--- src/rtl/lfps_pkg.sv ---
// Package for the LED flash pattern sequencer: request and result types,
// command and mode codes, and the configuration register set.
// No dependencies.
package lfps_pkg;

    localparam int unsigned TICK_W  = 8;
    localparam int unsigned KIND_W  = 3;
    localparam int unsigned MODE_W  = 2;
    localparam int unsigned CFG_IDX_W = 3;

    localparam logic [KIND_W-1:0] KIND_TICK   = 3'd0;
    localparam logic [KIND_W-1:0] KIND_ON     = 3'd1;
    localparam logic [KIND_W-1:0] KIND_OFF    = 3'd2;
    localparam logic [KIND_W-1:0] KIND_LONG   = 3'd3;
    localparam logic [KIND_W-1:0] KIND_SHORT  = 3'd4;
    localparam logic [KIND_W-1:0] KIND_SERIES = 3'd5;

    localparam logic [MODE_W-1:0] MODE_CODE_OFF    = 2'd0;
    localparam logic [MODE_W-1:0] MODE_CODE_SINGLE = 2'd1;
    localparam logic [MODE_W-1:0] MODE_CODE_SERIES = 2'd2;
    localparam logic [MODE_W-1:0] MODE_CODE_ON     = 2'd3;

    localparam logic [CFG_IDX_W-1:0] REG_LONG   = 3'd0;
    localparam logic [CFG_IDX_W-1:0] REG_SHORT  = 3'd1;
    localparam logic [CFG_IDX_W-1:0] REG_ON     = 3'd2;
    localparam logic [CFG_IDX_W-1:0] REG_OFF    = 3'd3;
    localparam logic [CFG_IDX_W-1:0] REG_PAUSE  = 3'd4;

    localparam logic [TICK_W-1:0] RESET_LONG  = 8'd4;
    localparam logic [TICK_W-1:0] RESET_SHORT = 8'd2;
    localparam logic [TICK_W-1:0] RESET_ON    = 8'd6;
    localparam logic [TICK_W-1:0] RESET_OFF   = 8'd12;
    localparam logic [TICK_W-1:0] RESET_PAUSE = 8'd35;

    typedef enum logic [3:0] {
        MODE_OFF    = 4'b0001,
        MODE_SINGLE = 4'b0010,
        MODE_SERIES = 4'b0100,
        MODE_ON     = 4'b1000
    } mode_t;

    typedef struct packed {
        logic [KIND_W-1:0] kind;
        logic [TICK_W-1:0] flash_count;
    } cmd_t;

    typedef struct packed {
        logic              led_lit;
        logic [MODE_W-1:0] mode_now;
    } rsp_t;

    typedef struct packed {
        logic [TICK_W-1:0] long_flash_ticks;
        logic [TICK_W-1:0] short_flash_ticks;
        logic [TICK_W-1:0] series_on_ticks;
        logic [TICK_W-1:0] series_off_ticks;
        logic [TICK_W-1:0] series_pause_ticks;
    } cfg_t;

    function automatic logic [MODE_W-1:0] mode_code(input mode_t m);
        logic [MODE_W-1:0] code;
        case (m)
            MODE_OFF:    code = MODE_CODE_OFF;
            MODE_SINGLE: code = MODE_CODE_SINGLE;
            MODE_SERIES: code = MODE_CODE_SERIES;
            MODE_ON:     code = MODE_CODE_ON;
            default:     code = MODE_CODE_OFF;
        endcase
        return code;
    endfunction

endpackage

--- src/rtl/lfps_cfg_regs.sv ---
// Configuration register file of the LED flash pattern sequencer.
// Depends on lfps_pkg.
module lfps_cfg_regs (
    input  logic                           clk,
    input  logic                           rst_n,
    input  logic                           wr_en,
    input  logic [lfps_pkg::CFG_IDX_W-1:0] wr_index,
    input  logic [lfps_pkg::TICK_W-1:0]    wr_data,
    output lfps_pkg::cfg_t                 cfg
);
    import lfps_pkg::*;

    cfg_t cfg_reg;
    cfg_t cfg_next;

    always_comb
    begin
        cfg_next = cfg_reg;
        if (wr_en)
        begin
            case (wr_index)
                REG_LONG:  cfg_next.long_flash_ticks   = wr_data;
                REG_SHORT: cfg_next.short_flash_ticks  = wr_data;
                REG_ON:    cfg_next.series_on_ticks    = wr_data;
                REG_OFF:   cfg_next.series_off_ticks   = wr_data;
                REG_PAUSE: cfg_next.series_pause_ticks = wr_data;
                default:   cfg_next = cfg_reg;
            endcase
        end
    end

    always_ff @(posedge clk or negedge rst_n)
    begin
        if (!rst_n)
        begin
            cfg_reg.long_flash_ticks   <= RESET_LONG;
            cfg_reg.short_flash_ticks  <= RESET_SHORT;
            cfg_reg.series_on_ticks    <= RESET_ON;
            cfg_reg.series_off_ticks   <= RESET_OFF;
            cfg_reg.series_pause_ticks <= RESET_PAUSE;
        end
        else
        begin
            cfg_reg <= cfg_next;
        end
    end

    assign cfg = cfg_reg;

endmodule

--- src/rtl/lfps_core.sv ---
// Mode and counter state of the LED flash pattern sequencer, updated once per
// accepted request, with the result computed from the updated state.
// Depends on lfps_pkg.
module lfps_core (
    input  logic           clk,
    input  logic           rst_n,
    input  logic           en,
    input  lfps_pkg::cmd_t cmd,
    input  lfps_pkg::cfg_t cfg,
    output lfps_pkg::rsp_t rsp_next
);
    import lfps_pkg::*;

    mode_t             mode_reg,   mode_next;
    logic              level_reg,  level_next;
    logic [TICK_W-1:0] ticks_reg,  ticks_next;
    logic [TICK_W-1:0] index_reg,  index_next;
    logic [TICK_W-1:0] length_reg, length_next;
    logic [TICK_W-1:0] ticks_dec;

    assign ticks_dec = ticks_reg - 1'b1;

    always_comb
    begin
        mode_next   = mode_reg;
        level_next  = level_reg;
        ticks_next  = ticks_reg;
        index_next  = index_reg;
        length_next = length_reg;
        case (cmd.kind)
            KIND_TICK:
            begin
                if (mode_reg == MODE_SINGLE)
                begin
                    ticks_next = ticks_dec;
                    if (ticks_dec == '0)
                    begin
                        mode_next  = MODE_OFF;
                        level_next = 1'b0;
                    end
                end
                else if (mode_reg == MODE_SERIES)
                begin
                    ticks_next = ticks_dec;
                    if (ticks_dec == '0)
                    begin
                        if (level_reg)
                        begin
                            if (index_reg == length_reg)
                            begin
                                ticks_next = cfg.series_pause_ticks;
                                index_next = '0;
                            end
                            else
                            begin
                                ticks_next = cfg.series_off_ticks;
                            end
                            level_next = 1'b0;
                        end
                        else
                        begin
                            index_next = index_reg + 1'b1;
                            ticks_next = cfg.series_on_ticks;
                            level_next = 1'b1;
                        end
                    end
                end
            end
            KIND_ON:
            begin
                mode_next  = MODE_ON;
                level_next = 1'b1;
            end
            KIND_OFF:
            begin
                mode_next  = MODE_OFF;
                level_next = 1'b0;
            end
            KIND_LONG:
            begin
                mode_next  = MODE_SINGLE;
                ticks_next = cfg.long_flash_ticks;
                level_next = 1'b1;
            end
            KIND_SHORT:
            begin
                mode_next  = MODE_SINGLE;
                ticks_next = cfg.short_flash_ticks;
                level_next = 1'b1;
            end
            KIND_SERIES:
            begin
                mode_next   = MODE_SERIES;
                length_next = cmd.flash_count;
                index_next  = TICK_W'(1);
                ticks_next  = cfg.series_on_ticks;
                level_next  = 1'b1;
            end
            default:
            begin
                mode_next = mode_reg;
            end
        endcase
    end

    always_ff @(posedge clk or negedge rst_n)
    begin
        if (!rst_n)
        begin
            mode_reg   <= MODE_OFF;
            level_reg  <= 1'b0;
            ticks_reg  <= '0;
            index_reg  <= '0;
            length_reg <= '0;
        end
        else if (en)
        begin
            mode_reg   <= mode_next;
            level_reg  <= level_next;
            ticks_reg  <= ticks_next;
            index_reg  <= index_next;
            length_reg <= length_next;
        end
    end

    assign rsp_next.led_lit  = level_next;
    assign rsp_next.mode_now = mode_code(mode_next);

endmodule

--- src/rtl/led_flash_pattern_sequencer.sv ---
// Top level of the LED flash pattern sequencer: request and result handshakes,
// configuration port and result register.
// Depends on lfps_pkg, lfps_cfg_regs and lfps_core.

// Every request (a 20 ms tick or a command) yields exactly one result holding
// the LED level and mode after that request. A request's result appears in the
// result register in the cycle after the request is taken, so one request per
// cycle is sustained while the result side is ready; the mode and counter
// registers are updated once per accepted request. The request side stalls only while
// a result waits and the result side is not ready. Configuration writes are
// always accepted; indexes beyond the last register are ignored.
module led_flash_pattern_sequencer (
    input  logic                           clk,
    input  logic                           rst_n,
    input  logic                           cmd_valid,
    output logic                           cmd_ready,
    input  lfps_pkg::cmd_t                 cmd,
    output logic                           rsp_valid,
    input  logic                           rsp_ready,
    output lfps_pkg::rsp_t                 rsp,
    input  logic                           cfg_valid,
    output logic                           cfg_ready,
    input  logic [lfps_pkg::CFG_IDX_W-1:0] cfg_index,
    input  logic [lfps_pkg::TICK_W-1:0]    cfg_data
);
    import lfps_pkg::*;

    cfg_t cfg;
    rsp_t rsp_next;
    rsp_t rsp_reg;
    logic rsp_valid_reg;
    logic rsp_valid_next;
    logic cmd_accept;

    assign cfg_ready  = 1'b1;
    assign cmd_ready  = !rsp_valid_reg || rsp_ready;
    assign cmd_accept = cmd_valid && cmd_ready;

    lfps_cfg_regs u_cfg_regs (
        .clk      (clk),
        .rst_n    (rst_n),
        .wr_en    (cfg_valid),
        .wr_index (cfg_index),
        .wr_data  (cfg_data),
        .cfg      (cfg)
    );

    lfps_core u_core (
        .clk      (clk),
        .rst_n    (rst_n),
        .en       (cmd_accept),
        .cmd      (cmd),
        .cfg      (cfg),
        .rsp_next (rsp_next)
    );

    always_comb
    begin
        rsp_valid_next = rsp_valid_reg;
        if (cmd_accept)
        begin
            rsp_valid_next = 1'b1;
        end
        else if (rsp_ready)
        begin
            rsp_valid_next = 1'b0;
        end
    end

    always_ff @(posedge clk or negedge rst_n)
    begin
        if (!rst_n)
        begin
            rsp_valid_reg <= 1'b0;
        end
        else
        begin
            rsp_valid_reg <= rsp_valid_next;
        end
    end

    always_ff @(posedge clk)
    begin
        if (cmd_accept)
        begin
            rsp_reg <= rsp_next;
        end
    end

    assign rsp_valid = rsp_valid_reg;
    assign rsp       = rsp_reg;

    a_accept_gives_result: assert property (
        @(posedge clk) disable iff (!rst_n) cmd_valid && cmd_ready |=> rsp_valid
    ) else $error("accepted request did not produce a result");

    a_on_is_lit: assert property (
        @(posedge clk) disable iff (!rst_n)
        rsp_valid && rsp.mode_now == MODE_CODE_ON |-> rsp.led_lit
    ) else $error("mode on reported with the LED dark");

    a_off_is_dark: assert property (
        @(posedge clk) disable iff (!rst_n)
        rsp_valid && rsp.mode_now == MODE_CODE_OFF |-> !rsp.led_lit
    ) else $error("mode off reported with the LED lit");

endmodule

--- config.mk ---
export PLATFORM = sky130hd
export DESIGN_NAME = led_flash_pattern_sequencer
export DESIGN_NICKNAME = d
export VERILOG_FILES = /design/src/rtl/lfps_pkg.sv /design/src/rtl/lfps_cfg_regs.sv /design/src/rtl/lfps_core.sv /design/src/rtl/led_flash_pattern_sequencer.sv
export SDC_FILE = /design/constraint.sdc
export NUM_CORES = 1
export LEC_CHECK = 0
export BUFFER_PORTS_ARGS = -buffer_cell sky130_fd_sc_hd__buf_2
export CELL_PAD_IN_SITES_DETAIL_PLACEMENT = 0
export CELL_PAD_IN_SITES_GLOBAL_PLACEMENT = 2
export CORE_ASPECT_RATIO = 0.7
export CORE_MARGIN = 2
export CORE_UTILIZATION = 42
export CTS_CLUSTER_DIAMETER = 120
export DETAILED_ROUTE_END_ITERATION = 10
export GPL_TIMING_DRIVEN = 0
export MAX_ROUTING_LAYER = met4
export PLACE_DENSITY_LB_ADDON = 0.1
export SETUP_SLACK_MARGIN = 0.05
export SLEW_MARGIN = 5
export SYNTH_ARGS = -nofsm -noshare
export SYNTH_HDL_FRONTEND = slang
export SYNTH_SLANG_ARGS = --single-unit
--- constraint.sdc ---
create_clock -name clk -period 4.9 [get_ports clk]
set_input_delay 0 -clock clk [delete_from_list [all_inputs] [get_ports clk]]
set_output_delay 0 -clock clk [all_outputs]
set_load 0.02 [all_outputs]
==> impl_metrics.yaml <==
die:
  placeableCoreArea_sq_um: 9030
  die_height_um: 84.4
  io_pins: 33
  chipWidth_um: 119
  die_area_sq_um: 10000
  start_util_pct: 42.9
  rows: 29
clock_tree:
  cts_made_buffers: 9
  cts_tree: "done"
  clkTransAtPathRegs_ns: 0.06
  cts.sinks: 73
  clock_latency_ns: 0.33
  cts.path.max_buffers: 2
  cts-root-buf: "clkbuf_16"
  ctsHtreeMaxLevel: 3
timing:
  skew_ns: 0.00624
  worst_slack_ns: 2.24
  finalCriticalPeriod_ns: 2.66
  setup_violations: 0
  tightest_slew_ns: 0.923
  drv_slew: 0
  hold_ws_ns: 0.122
  grt_setup_unrepaired: "no"
  fin_crit_sh_pct: 54.3
  max_freq_mhz: 376
  fin_setup_tns_ns: 0
  slew_headroom_pct: 38.2
  hold_viol: 0
placed_design:
  placedCellCount: 521
  placed_area_sq_um: 4210
  gp_congestion: 0.776
  place_ws_ns: 2.30
  dp_hpwl_um: 6710
  io_buffer_count: 29
global_routing:
  track_usage_pct: 21.6
  grt_max_degree: 37
  grt_pass1_wl_um: 16300
  grt_overflow: 0
  antenna_found_initial: 0
  grt_pass1_vias: 3046
synth:
  yosysSeqAreaShare_pct: 47.8
  synth_largest_area_cell: "dfrtp_1"
  synthFlopType: "dfrtp_1"
  ys_warn_count: 0
  synth_edf_count: 3
  syn_nets: 398
  synth_area_leaders: "dfrtp_1 (39%), mux2_2 (14%), dfstp_2 (6.8%)"
  netlist.area_leader.share_pct: 38.7
  netlist_instances: 367
  synth-seq-cells: 73
  synthArstFlopShare_pct: 95.9
  synth_top_cells_by_count: "dfrtp_1 (60), mux2_2 (49), nand2_1 (28), nor2_1 (23), o21ai_0 (23)"
  synth.most_common_cell: "dfrtp_1"
  synthesis.area_sq_um: 3880
  synth.distinct_cells: 49
  syn_area_per_cell_sq_um: 10.6
critical_path:
  crit_fanout: 10
  max_stage_delay_ns: 0.46
  critPathCaptureType: "flip-flop"
  r2r_setup_slack_ns: 2.24
  cp.arrival_ns: 2.89
  crit_chain: "inv_1 -> ha_1 -> xor2_1 -> nor4b_4 -> and4b_1 -> clkbuf_1 -> o21ai_0 -> a21o_1 -> a211oi_1"
  critPathKind: "flip-flop to flip-flop"
  crit_slowest_cell: "dfrtp_1"
  start_kind: "flip-flop"
  critPathRequiredTime_ns: 5.13
detailed_routing:
  wl_um: 9780
  wl_per_cell_um: 17.6
  drc: 0
  vias: 3017
  postRouteAntennaNets: 0
  firstDrtPassIters: 4
  drt_iter0_markers: 180
  vias_per_cell: 5.43
layout:
  final_area_sq_um: 4750
  syn_to_final_growth_pct: 22.4
  fin_nets: 458
  drive_above_1_share_pct: 26.9
  largest_reg_flops: 40
  diodes: 0
  layout.cells.non_filler: 556
  finish.utilization_pct: 52.6
status:
  status: "complete, no violations"
run:
  maxCapViolCount: 0
power:
  p_per_area_nw_per_um2: 438
  power.total_mw: 2.08
  ir_worst_vdd_v: 0.000282
  p_leak_nw: 1.91
worst_hold_path:
  hold_path.class: "input pin to flip-flop"
-- worst max-delay path, delay by kind of cell (launching register included) --
kind            cells  cell delay (ns)
simple gates        2             0.54
buf+inv             2             0.52
xor+xnor            1             0.20
fa+ha+maj           1             0.26
flops               1             0.46
compound gates      3             0.58
-- layout by cell type (no fill, tap or decap), types with 4 or more instances in the layout --
| cell type | count |
|---|---|
| nor2b_1 | 4 |
| clkbuf_16 | 10 |
| inv_1 | 5 |
| o211ai_1 | 5 |
| mux2_2 | 49 |
| ha_1 | 4 |
| mux2i_1 | 8 |
| a21oi_1 | 19 |
| nor3b_1 | 4 |
| xnor2_1 | 10 |
| dfstp_2 | 10 |
| nand2_1 | 28 |
| o22ai_1 | 8 |
| o21ai_0 | 23 |
| buf_2 | 30 |
| and3_1 | 4 |
| nor2_1 | 23 |
| nor3_1 | 4 |
| nand3_1 | 14 |
| dlygate4sd3_1 | 19 |
| clkbuf_1 | 18 |
| o31ai_1 | 11 |
| dfrtp_1 | 60 |
| nand2b_1 | 7 |
| a21o_1 | 7 |
-- area by class of cell --
class,count,area (sq um)
buffer,20,81.3
clock buffer,13,282
clock inverter,3,68.8
fill,840,4290
inverter,6,22.5
multi-input combinational,268,1930
sequential,73,1850
tap,124,155
timing repair buffer,49,358
-- power by group --
part	leakage (nW)	internal (mW)	total (mW)	switching, mW
clock	0.171	0.506	0.757	0.251
combinational	0.861	0.229	0.476	0.246
sequential	0.876	0.747	0.849	0.102
total	1.91	1.48	2.08	0.600
-- cell families (layout without fill, tap and decap cells) --
kind of cell             Yosys count  in the layout  synth area share, %
XOR/XNOR                          12             12                 2.71
other                              1              1               0.0967
multiplexers                      57             57                 16.3
AND/OR/NAND/NOR                  104            104                 14.3
adder cells (fa/ha/maj)            4              4                 1.29
AO/OA/AOI/OAI                     90             90                 14.9
flip-flops                        73             73                 47.8
buffers and inverters             26             91                 2.68
-- worst paths after layout --
| kind | startpoint | end | cells past startpoint |
|---|---|---|---|
| min in group asynchronous | rst_n | u_core.mode_reg[2] | 2 |
| worst max-delay path | u_core.ticks_reg[0] | u_core.ticks_reg[4] | 9 |
| worst max register to register | u_core.ticks_reg[0] | u_core.ticks_reg[4] | 9 |
| max in group asynchronous | rst_n | u_cfg_regs.cfg[5] | 3 |
| worst min register to register | u_cfg_regs.cfg[14] | u_cfg_regs.cfg[14] | 1 |
| worst min-delay path | cmd[10] | u_core.mode_reg[2] | 4 |
-- what timing repair did --
action,CTS,global route
hold buffers,19,0
buffers inserted,0,0
resized for setup,0,0
hold endpoints to repair,83,0
-- metal layers --
metal	GRT usage (%)	vias up	wire length, um
met5	-	-	0
met4	5.19	0	63
met3	4.48	7	278
met2	30.7	47	4200
met1	31.6	1500	5240
li1	-	1463	-
No activity file was read; power rests on OpenSTA's default activity.
